### src/hdl/packet_loss_reorder_duplicate_emulator_assert.svh
// Assertion macros for the impairment emulator.
`ifndef PACKET_LOSS_REORDER_DUPLICATE_EMULATOR_ASSERT_SVH
`define PACKET_LOSS_REORDER_DUPLICATE_EMULATOR_ASSERT_SVH

`ifndef SYNTHESIS
`define PLRD_ASSERT_IMP(label, clk, rst, ante, cons) \
   label: assert property (@(posedge clk) disable iff (rst) (ante) |-> (cons)) \
      else $error("plrd: same-cycle check failed");
`define PLRD_ASSERT_NXT(label, clk, rst, ante, cons) \
   label: assert property (@(posedge clk) disable iff (rst) (ante) |=> (cons)) \
      else $error("plrd: next-cycle check failed");
`else
`define PLRD_ASSERT_IMP(label, clk, rst, ante, cons)
`define PLRD_ASSERT_NXT(label, clk, rst, ante, cons)
`endif

`endif

### src/hdl/plrd_pkg.sv
package plrd_pkg;

   localparam int HOLD_DEPTH = 16;
   localparam int HOLD_AW    = $clog2(HOLD_DEPTH);
   localparam int CNT_W      = $clog2(HOLD_DEPTH + 1);

   localparam int HANDLE_W = 32;
   localparam int LENGTH_W = 12;
   localparam int ROLL_W   = 16;
   localparam int RATE_W   = 17;
   localparam int BURST_W  = 16;
   localparam int DEPTH_W  = 5;
   localparam int TOTAL_W  = 32;

   localparam logic [LENGTH_W-1:0] MAX_PACKET_LENGTH = LENGTH_W'(2048);

   typedef enum logic [1:0] {
      FUNC_SEND  = 2'd0,
      FUNC_FLUSH = 2'd1,
      FUNC_STATS = 2'd2
   } func_type;

   typedef enum logic [2:0] {
      REG_LOSS_RATE      = 3'd0,
      REG_BURST_LENGTH   = 3'd1,
      REG_REORDER_RATE   = 3'd2,
      REG_REORDER_DEPTH  = 3'd3,
      REG_DUPLICATE_RATE = 3'd4
   } reg_index_type;

   typedef enum logic {
      KIND_PACKET = 1'b0,
      KIND_STATS  = 1'b1
   } kind_type;

   typedef enum logic [1:0] {
      ST_IDLE,
      ST_DUP,
      ST_READ,
      ST_EMIT
   } state_type;

   typedef struct packed {
      logic [HANDLE_W-1:0] handle;
      logic [LENGTH_W-1:0] length;
   } hold_entry_type;

   typedef struct packed {
      logic                 en;
      logic [HOLD_AW-1:0]   addr;
      hold_entry_type       data;
   } hold_wr_type;

endpackage

### src/hdl/plrd_hold_ram.sv
module plrd_hold_ram
   import plrd_pkg::*;
(
   input  logic                clock,
   input  hold_wr_type         wr,
   input  logic [HOLD_AW-1:0]  rd_addr,
   output hold_entry_type      rd_data_ff
);

   hold_entry_type mem [HOLD_DEPTH];

   always_ff @(posedge clock) begin
      if (wr.en) begin
         mem[wr.addr] <= wr.data;
      end
   end

   always_ff @(posedge clock) begin
      rd_data_ff <= mem[rd_addr];
   end

endmodule

### src/hdl/packet_loss_reorder_duplicate_emulator.sv
// A forwarded packet or statistics report appears in the cycle after its beat is taken.
// Send, stats or empty flush let next beat in while output is free; duplicates stall it.
// A hold release (newest first) or flush (oldest first) takes no input while it reads each
// held packet through ST_READ and ST_EMIT, as the hold store read is registered.
// Reset (synchronous, active high) clears counters, burst, hold count, release state,
// output valid and configuration (depth to 1); output data and hold store are not cleared.
`include "packet_loss_reorder_duplicate_emulator_assert.svh"

module packet_loss_reorder_duplicate_emulator
   import plrd_pkg::*;
(
   input  logic          clock,
   input  logic          reset,

   input  logic          req_tvalid,
   output logic          req_tready,
   // packet_handle, packet_length, loss_roll, reorder_roll, duplicate_roll, zero pad
   input  logic [95:0]   req_tdata,
   // func
   input  logic [1:0]    req_tuser,

   output logic          rsp_tvalid,
   input  logic          rsp_tready,
   // packet_handle_out, packet_length_out, offered_count, dropped_count,
   // reordered_count, duplicated_count, zero pad
   output logic [175:0]  rsp_tdata,
   // result_kind, is_duplicate, from_hold
   output logic [2:0]    rsp_tuser,
   output logic          rsp_tlast,

   input  logic          csr_valid,
   output logic          csr_ready,
   input  logic [2:0]    csr_index,
   input  logic [16:0]   csr_wdata
);

   // configuration
   logic [RATE_W-1:0]   loss_rate_ff;
   logic [BURST_W-1:0]  burst_length_ff;
   logic [RATE_W-1:0]   reorder_rate_ff;
   logic [DEPTH_W-1:0]  reorder_depth_ff;
   logic [RATE_W-1:0]   duplicate_rate_ff;

   // control state
   state_type           state_ff, state_in;
   logic [BURST_W-1:0]  burst_left_ff, burst_left_in;
   logic [CNT_W-1:0]    held_count_ff, held_count_in;
   logic [HOLD_AW-1:0]  rel_idx_ff, rel_idx_in;
   logic [HOLD_AW-1:0]  rel_end_ff, rel_end_in;
   logic                rel_down_ff, rel_down_in;
   logic [TOTAL_W-1:0]  offered_ff, offered_in;
   logic [TOTAL_W-1:0]  dropped_ff, dropped_in;
   logic [TOTAL_W-1:0]  reordered_ff, reordered_in;
   logic [TOTAL_W-1:0]  duplicated_ff, duplicated_in;

   // output register
   logic                rsp_tvalid_ff, rsp_tvalid_in;
   kind_type            out_kind_ff, out_kind_in;
   logic [HANDLE_W-1:0] out_handle_ff, out_handle_in;
   logic [LENGTH_W-1:0] out_length_ff, out_length_in;
   logic                out_dup_ff, out_dup_in;
   logic                out_hold_ff, out_hold_in;
   logic                out_last_ff, out_last_in;
   logic [TOTAL_W-1:0]  out_offered_ff, out_offered_in;
   logic [TOTAL_W-1:0]  out_dropped_ff, out_dropped_in;
   logic [TOTAL_W-1:0]  out_reordered_ff, out_reordered_in;
   logic [TOTAL_W-1:0]  out_duplicated_ff, out_duplicated_in;
   logic                out_load;

   // input beat fields
   logic [1:0]          in_func;
   logic [HANDLE_W-1:0] in_handle;
   logic [LENGTH_W-1:0] in_length_raw;
   logic [LENGTH_W-1:0] in_length;
   logic [ROLL_W-1:0]   in_loss_roll;
   logic [ROLL_W-1:0]   in_reorder_roll;
   logic [ROLL_W-1:0]   in_dup_roll;

   // decisions
   logic                out_free;
   logic                accept;
   logic                is_send;
   logic                drop;
   logic                hold;
   logic                fwd;
   logic                dup_hit;
   logic                loss_hit;
   logic                reorder_hit;
   logic                room;
   logic [CNT_W-1:0]    held_new;
   logic [DEPTH_W-1:0]  depth_eff;
   logic                release_rev;
   logic                flush_go;
   logic                rel_last;
   logic                in_release;

   hold_wr_type         hold_wr;
   hold_entry_type      hold_rd_ff;

   assign in_func         = req_tuser;
   assign in_handle       = req_tdata[31:0];
   assign in_length_raw   = req_tdata[43:32];
   assign in_loss_roll    = req_tdata[59:44];
   assign in_reorder_roll = req_tdata[75:60];
   assign in_dup_roll     = req_tdata[91:76];

   assign in_length = (in_length_raw > MAX_PACKET_LENGTH) ? MAX_PACKET_LENGTH : in_length_raw;

   assign out_free   = !rsp_tvalid_ff || rsp_tready;
   assign req_tready = (state_ff == ST_IDLE) && out_free;
   assign accept     = req_tvalid && req_tready;
   assign csr_ready  = 1'b1;

   assign loss_hit    = {1'b0, in_loss_roll} < loss_rate_ff;
   assign reorder_hit = {1'b0, in_reorder_roll} < reorder_rate_ff;
   assign dup_hit     = {1'b0, in_dup_roll} < duplicate_rate_ff;

   assign is_send = accept && (in_func == FUNC_SEND);
   assign drop    = is_send && ((burst_left_ff != '0) || loss_hit);
   assign hold    = is_send && !drop && reorder_hit;
   assign fwd     = is_send && !drop && !reorder_hit;

   assign depth_eff = (reorder_depth_ff == '0) ? DEPTH_W'(1) :
                      (reorder_depth_ff > DEPTH_W'(HOLD_DEPTH)) ? DEPTH_W'(HOLD_DEPTH) :
                      reorder_depth_ff;
   assign room        = held_count_ff < CNT_W'(HOLD_DEPTH);
   assign held_new    = held_count_ff + CNT_W'(room);
   assign release_rev = hold && (DEPTH_W'(held_new) >= depth_eff);
   assign flush_go    = accept && (in_func == FUNC_FLUSH) && (held_count_ff != '0);
   assign rel_last    = rel_idx_ff == rel_end_ff;
   assign in_release  = (state_ff == ST_READ) || (state_ff == ST_EMIT);

   // configuration writes
   always_ff @(posedge clock) begin
      if (reset) begin
         loss_rate_ff      <= '0;
         burst_length_ff   <= '0;
         reorder_rate_ff   <= '0;
         reorder_depth_ff  <= DEPTH_W'(1);
         duplicate_rate_ff <= '0;
      end else if (csr_valid && csr_ready) begin
         unique case (csr_index)
            REG_LOSS_RATE:      loss_rate_ff      <= csr_wdata[RATE_W-1:0];
            REG_BURST_LENGTH:   burst_length_ff   <= csr_wdata[BURST_W-1:0];
            REG_REORDER_RATE:   reorder_rate_ff   <= csr_wdata[RATE_W-1:0];
            REG_REORDER_DEPTH:  reorder_depth_ff  <= csr_wdata[DEPTH_W-1:0];
            REG_DUPLICATE_RATE: duplicate_rate_ff <= csr_wdata[RATE_W-1:0];
            default: ;
         endcase
      end
   end

   // next state
   always_comb begin
      state_in = state_ff;
      unique case (state_ff)
         ST_IDLE: begin
            if (fwd && dup_hit) begin
               state_in = ST_DUP;
            end else if (release_rev || flush_go) begin
               state_in = ST_READ;
            end
         end
         ST_DUP: begin
            if (out_free) begin
               state_in = ST_IDLE;
            end
         end
         ST_READ: begin
            state_in = ST_EMIT;
         end
         ST_EMIT: begin
            if (out_free) begin
               state_in = rel_last ? ST_IDLE : ST_READ;
            end
         end
         default: state_in = ST_IDLE;
      endcase
   end

   // datapath and outputs
   always_comb begin
      burst_left_in = burst_left_ff;
      held_count_in = held_count_ff;
      rel_idx_in    = rel_idx_ff;
      rel_end_in    = rel_end_ff;
      rel_down_in   = rel_down_ff;
      offered_in    = offered_ff + TOTAL_W'(is_send);
      dropped_in    = dropped_ff + TOTAL_W'(drop);
      reordered_in  = reordered_ff + TOTAL_W'(hold);
      duplicated_in = duplicated_ff + TOTAL_W'(fwd && dup_hit);

      hold_wr.en          = hold && room;
      hold_wr.addr        = held_count_ff[HOLD_AW-1:0];
      hold_wr.data.handle = in_handle;
      hold_wr.data.length = in_length;

      out_load          = 1'b0;
      out_kind_in       = out_kind_ff;
      out_handle_in     = out_handle_ff;
      out_length_in     = out_length_ff;
      out_dup_in        = out_dup_ff;
      out_hold_in       = out_hold_ff;
      out_last_in       = out_last_ff;
      out_offered_in    = out_offered_ff;
      out_dropped_in    = out_dropped_ff;
      out_reordered_in  = out_reordered_ff;
      out_duplicated_in = out_duplicated_ff;

      if (drop) begin
         if (burst_left_ff != '0) begin
            burst_left_in = burst_left_ff - BURST_W'(1);
         end else if (burst_length_ff > BURST_W'(1)) begin
            burst_left_in = burst_length_ff - BURST_W'(1);
         end
      end

      if (hold) begin
         held_count_in = release_rev ? '0 : held_new;
      end
      if (release_rev) begin
         rel_idx_in  = HOLD_AW'(held_new - CNT_W'(1));
         rel_end_in  = '0;
         rel_down_in = 1'b1;
      end
      if (flush_go) begin
         held_count_in = '0;
         rel_idx_in    = '0;
         rel_end_in    = HOLD_AW'(held_count_ff - CNT_W'(1));
         rel_down_in   = 1'b0;
      end

      unique case (state_ff)
         ST_IDLE: begin
            if (accept && (in_func == FUNC_STATS)) begin
               out_load          = 1'b1;
               out_kind_in       = KIND_STATS;
               out_handle_in     = '0;
               out_length_in     = '0;
               out_dup_in        = 1'b0;
               out_hold_in       = 1'b0;
               out_last_in       = 1'b1;
               out_offered_in    = offered_ff;
               out_dropped_in    = dropped_ff;
               out_reordered_in  = reordered_ff;
               out_duplicated_in = duplicated_ff;
            end else if (fwd) begin
               out_load          = 1'b1;
               out_kind_in       = KIND_PACKET;
               out_handle_in     = in_handle;
               out_length_in     = in_length;
               out_dup_in        = 1'b0;
               out_hold_in       = 1'b0;
               out_last_in       = !dup_hit;
               out_offered_in    = '0;
               out_dropped_in    = '0;
               out_reordered_in  = '0;
               out_duplicated_in = '0;
            end
         end
         ST_DUP: begin
            // second copy: handle and length still sit in the output register
            if (out_free) begin
               out_load    = 1'b1;
               out_dup_in  = 1'b1;
               out_last_in = 1'b1;
            end
         end
         ST_READ: ;
         ST_EMIT: begin
            if (out_free) begin
               out_load          = 1'b1;
               out_kind_in       = KIND_PACKET;
               out_handle_in     = hold_rd_ff.handle;
               out_length_in     = hold_rd_ff.length;
               out_dup_in        = 1'b0;
               out_hold_in       = 1'b1;
               out_last_in       = rel_last;
               out_offered_in    = '0;
               out_dropped_in    = '0;
               out_reordered_in  = '0;
               out_duplicated_in = '0;
               if (!rel_last) begin
                  rel_idx_in = rel_down_ff ? rel_idx_ff - HOLD_AW'(1)
                                           : rel_idx_ff + HOLD_AW'(1);
               end
            end
         end
         default: ;
      endcase

      rsp_tvalid_in = out_load ? 1'b1 : (rsp_tvalid_ff && !rsp_tready);
   end

   always_ff @(posedge clock) begin
      if (reset) begin
         state_ff      <= ST_IDLE;
         burst_left_ff <= '0;
         held_count_ff <= '0;
         rel_idx_ff    <= '0;
         rel_end_ff    <= '0;
         rel_down_ff   <= 1'b0;
         offered_ff    <= '0;
         dropped_ff    <= '0;
         reordered_ff  <= '0;
         duplicated_ff <= '0;
         rsp_tvalid_ff <= 1'b0;
      end else begin
         state_ff      <= state_in;
         burst_left_ff <= burst_left_in;
         held_count_ff <= held_count_in;
         rel_idx_ff    <= rel_idx_in;
         rel_end_ff    <= rel_end_in;
         rel_down_ff   <= rel_down_in;
         offered_ff    <= offered_in;
         dropped_ff    <= dropped_in;
         reordered_ff  <= reordered_in;
         duplicated_ff <= duplicated_in;
         rsp_tvalid_ff <= rsp_tvalid_in;
      end
   end

   always_ff @(posedge clock) begin
      out_kind_ff       <= out_kind_in;
      out_handle_ff     <= out_handle_in;
      out_length_ff     <= out_length_in;
      out_dup_ff        <= out_dup_in;
      out_hold_ff       <= out_hold_in;
      out_last_ff       <= out_last_in;
      out_offered_ff    <= out_offered_in;
      out_dropped_ff    <= out_dropped_in;
      out_reordered_ff  <= out_reordered_in;
      out_duplicated_ff <= out_duplicated_in;
   end

   plrd_hold_ram u_hold_ram (
      .clock      (clock),
      .wr         (hold_wr),
      .rd_addr    (rel_idx_ff),
      .rd_data_ff (hold_rd_ff)
   );

   assign rsp_tvalid = rsp_tvalid_ff;
   assign rsp_tlast  = out_last_ff;
   assign rsp_tuser  = {out_hold_ff, out_dup_ff, out_kind_ff};
   assign rsp_tdata  = {4'b0, out_duplicated_ff, out_reordered_ff, out_dropped_ff,
                        out_offered_ff, out_length_ff, out_handle_ff};

   `PLRD_ASSERT_IMP(a_release_empty, clock, reset, in_release, held_count_ff == '0)
   `PLRD_ASSERT_IMP(a_dup_pending, clock, reset, state_ff == ST_DUP, rsp_tvalid_ff && !out_dup_ff)
   `PLRD_ASSERT_NXT(a_flush_start, clock, reset, flush_go, state_ff == ST_READ && rel_idx_ff == '0)
   `PLRD_ASSERT_IMP(a_held_bound, clock, reset, state_ff == ST_IDLE, held_count_ff < CNT_W'(HOLD_DEPTH))

endmodule
### config.mk
export PLATFORM = sky130hd
export DESIGN_NAME = packet_loss_reorder_duplicate_emulator
export DESIGN_NICKNAME = d
export VERILOG_FILES = /design/src/hdl/plrd_pkg.sv /design/src/hdl/plrd_hold_ram.sv /design/src/hdl/packet_loss_reorder_duplicate_emulator.sv
export VERILOG_INCLUDE_DIRS = /design/src /design/src/hdl
export SDC_FILE = /design/constraint.sdc
export NUM_CORES = 1
export LEC_CHECK = 0
export ABC_AREA = 1
export ABC_CLOCK_PERIOD_IN_PS = 7100
export BUFFER_PORTS_ARGS = -buffer_cell sky130_fd_sc_hd__buf_2
export CELL_PAD_IN_SITES_DETAIL_PLACEMENT = 0
export CELL_PAD_IN_SITES_GLOBAL_PLACEMENT = 2
export CORE_MARGIN = 4
export CORE_UTILIZATION = 41
export DETAILED_ROUTE_END_ITERATION = 16
export PLACE_DENSITY = 0.86
export SYNTH_ARGS = -nofsm -noshare
export SYNTH_HDL_FRONTEND = slang
export SYNTH_SLANG_ARGS = --single-unit
### constraint.sdc
create_clock -name clock -period 7.1 [get_ports clock]
set_input_delay 0.355 -clock clock [delete_from_list [all_inputs] [get_ports clock]]
set_output_delay 0.355 -clock clock [all_outputs]
set_load 0.05 [all_outputs]
### Yosys cells after proc, flatten, opt, wreduce, memory -nomap -nowiden

Memory sizes are Yosys's and may differ from the RTL's. A register that Yosys moved wholly into a read port is not among the register bits.
Index checks and enable logic that the tools add are counted.

| storage, ports and cells | value |
|---|---|
| input bits | 123 |
| bits in writable memories | 704 |
| register bits after elaboration | 409 |
| memories | 1 |
| output and inout port bits | 183 |
| word-level logic and storage cells | 160 |

| cells by class | value |
|---|---|
| add/sub/neg operators | 11 |
| reductions and logical operators | 43 |
| mux-type cells | 57 |
| equality and inequality tests | 14 |
| $lt $le $gt $ge | 8 |

Memory list:

| name | words | bits a word | read ports | clocked after memory_dff | wr ports | RTL line | text |
|---|---|---|---|---|---|---|---|
| u_hold_ram.mem | 16 | 44 | 1 | 1 | 1 | plrd_hold_ram.sv:10 | `hold_entry_type mem [HOLD_DEPTH];` |

Operators by type and width:

| cell | count |
|---|---|
| one-hot mux 32 bit (2 select lines) | 5 |
| 2-to-1 mux 32 bit | 9 |
| adder 32 x 1 -> 32 bit | 4 |
| less-than comparator 16 x 17 -> 1 bit | 3 |
| 2-to-1 mux 12 bit | 4 |
| 2-to-1 mux 16 bit | 2 |
| 2-to-1 mux 4 bit | 8 |
| subtractor 16 x 1 -> 16 bit, second input constant | 2 |
| one-hot mux 12 bit (2 select lines) | 1 |
| > comparator 16 x 1 -> 1 bit, second input constant | 1 |
| nonzero test 16 bit | 1 |
| 2-to-1 mux 5 bit | 3 |
| logical AND 1 bit | 14 |
| 2-to-1 mux 1 bit | 14 |
| > comparator 12 bit, second input constant | 1 |
| AND reduction 2 bit | 6 |
| subtractor 4 x 1 -> 4 bit, second input constant | 3 |
| 2-to-1 mux 2 bit | 5 |
| one-hot mux 2 bit (4 select lines) | 1 |
| == test 2 bit, second input constant | 3 |
| == test 3 x 2 -> 1 bit, second input constant | 2 |
| one-hot mux 1 bit (2 select lines) | 3 |
| one-hot mux 1 bit (3 select lines) | 2 |
| AND reduction 3 bit | 2 |
| other kinds (22) | 34 |

### Longest topological paths before layout

| depth | value |
|---|---|
| word-level depth | 15 |
| mapped depth | 28 |
| gate-level depth less buffers | 28 |

### Hierarchy

From an unflattened synthesis, not the netlist that was laid out.

| unflattened totals | value |
|---|---|
| cells, all modules | 5,145 |
| area, all modules | 49,867.8 µm² |

Modules (own cells, without submodules):

| module | area each (µm²) | seq. area each (µm²) | instances | cells an instance |
|---|---|---|---|---|
| plrd_hold_ram | 30,943.4 | 22,021.1 | 1 | 2,903 |
| packet_loss_reorder_duplicate_emulator | 18,924.4 | 9,949.5 | 1 | 2,242 |

### Worst setup path before layout

Ideal clock, no wire load.

| path | value |
|---|---|
| kind | register -> register |
| from | register rsp_tvalid_ff (netlist: rsp_tvalid) |
| to | register out_dropped_ff[0] (enable) |
| data required time | 6,573 ps |
| library setup time | 527 ps |
| arrival time | 5,184 ps |
| path buffers | 0 |
| path slack | 1,390 ps |
| cell stages (with the launch flop) | 13 |
| clock period less this slack | 5,710 ps |
| cells stage by stage | dfxtp_1 > inv_1 > or2_1 > inv_2 > nor2_4 > nand2_1 > nor3_4 > nand3_2 > inv_2 > a21oi_1 > nand2_1 > nand3b_1 > inv_1 |

| between the ends | value |
|---|---|
| word-level cells in the longest chain between the ends | 11 |
| elaborated cells on any way between the ends | 13 |
| classes of those cells | eq/ne: 2; reduce/logical: 11 |

RTL lines:

| element | RTL line | text |
|---|---|---|
| start: declaration | packet_loss_reorder_duplicate_emulator.sv:57 | `logic rsp_tvalid_ff, rsp_tvalid_in;` |
| start signal: assignment | packet_loss_reorder_duplicate_emulator.sv:319 | `rsp_tvalid_ff <= rsp_tvalid_in;` |
| zero test 1 bit (*) | packet_loss_reorder_duplicate_emulator.sv:109 | `assign out_free = !rsp_tvalid_ff \|\| rsp_tready;` |
| logical OR 1 bit (*) | packet_loss_reorder_duplicate_emulator.sv:109 |  |
| logical AND 1 bit (*) | packet_loss_reorder_duplicate_emulator.sv:110 | `assign req_tready = (state_ff == ST_IDLE) && out_free;` |
| net req_tready | packet_loss_reorder_duplicate_emulator.sv:16 | `output logic req_tready,` |
| logical AND 1 bit (*) | packet_loss_reorder_duplicate_emulator.sv:111 | `assign accept = req_tvalid && req_tready;` |
| logical AND 1 bit | packet_loss_reorder_duplicate_emulator.sv:118 | `assign is_send = accept && (in_func == FUNC_SEND);` |
| logical AND 1 bit | packet_loss_reorder_duplicate_emulator.sv:119 | `assign drop = is_send && ((burst_left_ff != '0) \|\| loss_hit);` |
| zero test 1 bit | packet_loss_reorder_duplicate_emulator.sv:121 | `assign fwd = is_send && !drop && !reorder_hit;` |
| logical AND 1 bit (2 in a row) | packet_loss_reorder_duplicate_emulator.sv:121 |  |
| inequality test 3 x 2 -> 1 bit (no line) (*) | - |  |
| AND reduction 3 bit (no line) (*) | - |  |
| end signal: assignment | packet_loss_reorder_duplicate_emulator.sv:331 | `out_dropped_ff <= out_dropped_in;` |
| end: declaration | packet_loss_reorder_duplicate_emulator.sv:65 | `logic [TOTAL_W-1:0] out_dropped_ff, out_dropped_in;` |

The timed path passes the listed nets; every way through them passes the cells marked *.
A chain may end at the register's enable or synchronous reset.

### Worst setup path after layout

| path | value |
|---|---|
| from | register burst_left_ff[0] |
| to | memory u_hold_ram.mem[13][33] (netlist bit) (enable) |

| between the ends | value |
|---|---|
| word-level cells in the longest chain between the ends | 9 |

RTL lines:

| element | RTL line | text |
|---|---|---|
| start: declaration | packet_loss_reorder_duplicate_emulator.sv:46 | `logic [BURST_W-1:0] burst_left_ff, burst_left_in;` |
| start signal: assignment | packet_loss_reorder_duplicate_emulator.sv:310 | `burst_left_ff <= burst_left_in;` |
| nonzero test 16 bit | packet_loss_reorder_duplicate_emulator.sv:119 |  |
| logical OR 1 bit | packet_loss_reorder_duplicate_emulator.sv:119 |  |
| logical AND 1 bit | packet_loss_reorder_duplicate_emulator.sv:119 |  |
| zero test 1 bit | packet_loss_reorder_duplicate_emulator.sv:120 | `assign hold = is_send && !drop && reorder_hit;` |
| logical AND 1 bit (2 in a row) | packet_loss_reorder_duplicate_emulator.sv:120 |  |
| logical AND 1 bit | packet_loss_reorder_duplicate_emulator.sv:193 | `hold_wr.en = hold && room;` |
| 2-to-1 mux 1 bit | plrd_hold_ram.sv:13 | `if (wr.en) begin` |
| 2-to-1 mux 1 bit (implied by the code) | plrd_hold_ram.sv:14 | `mem[wr.addr] <= wr.data;` |
| end: declaration | plrd_hold_ram.sv:10 |  |

Every way passes these cells.

==> impl_metrics.env <==
export IMPL_fin_crit_ps=4460
export IMPL_cp_data_arrival_time_ps=4830
export IMPL_slew_headroom_pct=18.7
export IMPL_post_drt_wl_per_cell_um=19.9
export IMPL_nets=4685
export IMPL_clkLatencyLatePin_ps=730
export IMPL_synth_edf_count=880
export IMPL_gr_usage_all_layers_pct=19.6
export IMPL_synth_top_cell_by_area="edfxtp_1"
export IMPL_hpwl_um=68600
export IMPL_clock_path_buffers=3
export IMPL_firstDrtPassIters=6
export IMPL_drc=0
export IMPL_final_util_pct=47.7
export IMPL_antenna_found_initial=5
export IMPL_grt_max_degree=164
export IMPL_hp_class="input port to flip-flop"
export IMPL_dieArea_sq_um=121000
export IMPL_crit_path_max_fanout=25
export IMPL_p_leak_nw=19.2
export IMPL_first_global_vias=30500
export IMPL_period_share_pct=62.8
export IMPL_ys_types=56
export IMPL_power_density_nw_per_um2=327
export IMPL_yosysTopAreaCellShare_pct=56.0
export IMPL_drv_slew=0
export IMPL_yosysSeqAreaShare_pct=67.7
export IMPL_cap_violations=0
export IMPL_grt_pass1_wl_um=184000
export IMPL_skew_ps=68.4
export IMPL_yosys_top_cells_count="880 x edfxtp_1, 682 x nor2_1, 501 x o21ai_0"
export IMPL_drive_gt1_share_pct=13.8
export IMPL_synth_main_ff_cell="edfxtp_1"
export IMPL_reg2reg_setup_slack_ps=2640
export IMPL_netlist_instances=4211
export IMPL_place_gp_congestion=0.778
export IMPL_coreArea_sq_um=114000
export IMPL_clk_pin_slew_ps=60
export IMPL_io_pins=306
export IMPL_cts_resized=0
export IMPL_yosysWarnings=0
export IMPL_syn_to_final_growth_pct=15.6
export IMPL_status="finished clean"
export IMPL_synth_area_per_cell_sq_um=11.2
export IMPL_viasPerCell=5.21
export IMPL_synth_most_common_cell="edfxtp_1"
export IMPL_dieHeight_um=347
export IMPL_rsz0062_at_grt="no"
export IMPL_netlist_area_sq_um=47200
export IMPL_htreeDepth=3
export IMPL_synth_seq_cells=1157
export IMPL_die_w_um=347
export IMPL_synthTopCellsByArea="edfxtp_1 56%, dfxtp_1 12%, nor2_1 5.4%"
export IMPL_tightest_slew_ps=1220
export IMPL_crit_type="flip-flop to flip-flop"
export IMPL_fmax_mhz=224
export IMPL_post_cts_buffers=0
export IMPL_end_kind="flip-flop"
export IMPL_cts_root_buffer="clkbuf_16"
export IMPL_vias=31800
export IMPL_drt_wl_total_um=121000
export IMPL_startpoint_type="flip-flop"
export IMPL_peakVddDrop_v=0.000344
export IMPL_cts_made_buffers=119
export IMPL_ant_nets=0
export IMPL_async_reset_ff_share_pct=0
export IMPL_overflow=0
export IMPL_finalHoldViolations=0
export IMPL_start_util_pct=41.3
export IMPL_port_buffers=296
export IMPL_crit_required_ps=7470
export IMPL_final_setup_viol_count=0
export IMPL_cts_sinks=1157
export IMPL_fin_setup_tns_ps=0
export IMPL_cts_tree="done"
export IMPL_rows=124
export IMPL_drtIter0Drc=2408
## worst max-delay path: stages, from the launching register on
cell	delay, ps
dfxtp_1	290
inv_1	110
ha_1	250
nand2_4	80
nor2_8	120
nand3_2	110
nor2_4	130
nand2_2	90
nor2_4	310
nand3_2	180
inv_2	90
nand2_1	300
nor2_2	280
nand2_1	260
nor2_4	980
buf_4	540
## sequential cells by signal, indices dropped and copies added (netlist names), 5 cells and up
register	flops
burst_length_ff	16
out_reordered_ff	32
out_duplicated_ff	32
u_hold_ram.mem	704
out_handle_ff	32
dropped_ff	32
u_hold_ram.rd_data_ff	44
reorder_rate_ff	17
held_count_ff	5
out_length_ff	12
out_dropped_ff	32
duplicate_rate_ff	17
reorder_depth_ff	5
reordered_ff	32
offered_ff	32
loss_rate_ff	17
burst_left_ff	16
out_offered_ff	32
duplicated_ff	32
## through the flow
step / power (mW) / instances / hold WS [ps] / setup slack (ps) / instance area (sq um)
floorplan: 10.7 / 4214 / 422 / 1390 / 47200
global route: 18.6 / 6105 / 35.1 / 2290 / 54500
finish: 17.9 / 6106 / 61.4 / 2640 / 54600
global placement: 11.5 / 5838 / 441 / 2590 / 50000
CTS: 18.1 / 6104 / 10.4 / 2590 / 54500
detailed placement: 11.6 / 5838 / 451 / 2550 / 50000
## cells by family (layout without fill, tap and decap cells)
| logic type | after synthesis | after routing | share of synthesized area, % |
|---|---|---|---|
| xor+xnor | 35 | 35 | 0.650 |
| simple gates | 1401 | 1401 | 12.7 |
| flops | 1157 | 1157 | 67.7 |
| fa+ha+maj | 76 | 76 | 2.03 |
| buf+inv | 571 | 949 | 4.89 |
| compound gates | 969 | 969 | 12.0 |
| other cells | 2 | 7 | 0.0159 |
## metal layers
metal | GRT usage, % | routed length, um | up-vias
li1 | - | - | 15400
met1 | 26.6 | 52600 | 15300
met2 | 32.9 | 58000 | 908
met3 | 3.18 | 7340 | 195
met4 | 5.36 | 3250 | 2
met5 | 0 | 13 | -
## final cells by class
cell class | instances | area, sq um
clock buffers | 152 | 3230
fillers | 10400 | 59800
flip-flops and latches | 1157 | 32000
multi-input cells | 2486 | 13100
diodes | 2 | 5.00
well taps | 1512 | 1890
inverters | 350 | 1340
repair buffers | 372 | 2150
clock inverters | 75 | 895
## layout by cell type (no fill, tap or decap), types with 14 or more instances in the layout
cell	count
nor3b_1	14
inv_1	327
clkbuf_1	22
edfxtp_1	880
clkbuf_16	121
nand2_1	412
o21ai_0	501
o22ai_1	49
o211ai_1	55
nor2_4	21
a21oi_1	188
clkinv_1	18
dfxtp_1	273
nand3_1	134
inv_2	16
ha_1	74
buf_4	38
o221ai_1	127
clkinv_2	27
nor2_1	666
xor2_1	27
buf_2	295
nand4_1	22
dlygate4sd3_1	39
nor3_1	59
bufinv_16	16
nor2_2	21
o21a_1	16
## where the power goes
part           total (mW)  switching, mW  internal, mW
Combinational        3.27           2.62         0.652
Sequential           8.12          0.189          7.93
Clock                6.47           2.65          3.82
Total                17.9           5.46          12.4
## repair_timing
item	4_1_cts	5_1_grt
setup endpoints to repair	0	0
endpoints found under the hold margin	441	0
hold buffers	39	0
## final timing paths
kind / start / depth (start not counted) / end
min reg2reg: reorder_rate_ff[10]$_SDFFE_PP0P_ / 2 / reorder_rate_ff[10]$_SDFFE_PP0P_
min: req_tdata[26] / 1 / u_hold_ram.mem[10][38]$_DFFE_PP_
max reg2reg: burst_left_ff[0]$_SDFFE_PP0P_ / 15 / u_hold_ram.mem[13][33]$_DFFE_PP_
max: burst_left_ff[0]$_SDFFE_PP0P_ / 15 / u_hold_ram.mem[13][33]$_DFFE_PP_
No activity file was read; power rests on OpenSTA's default activity.
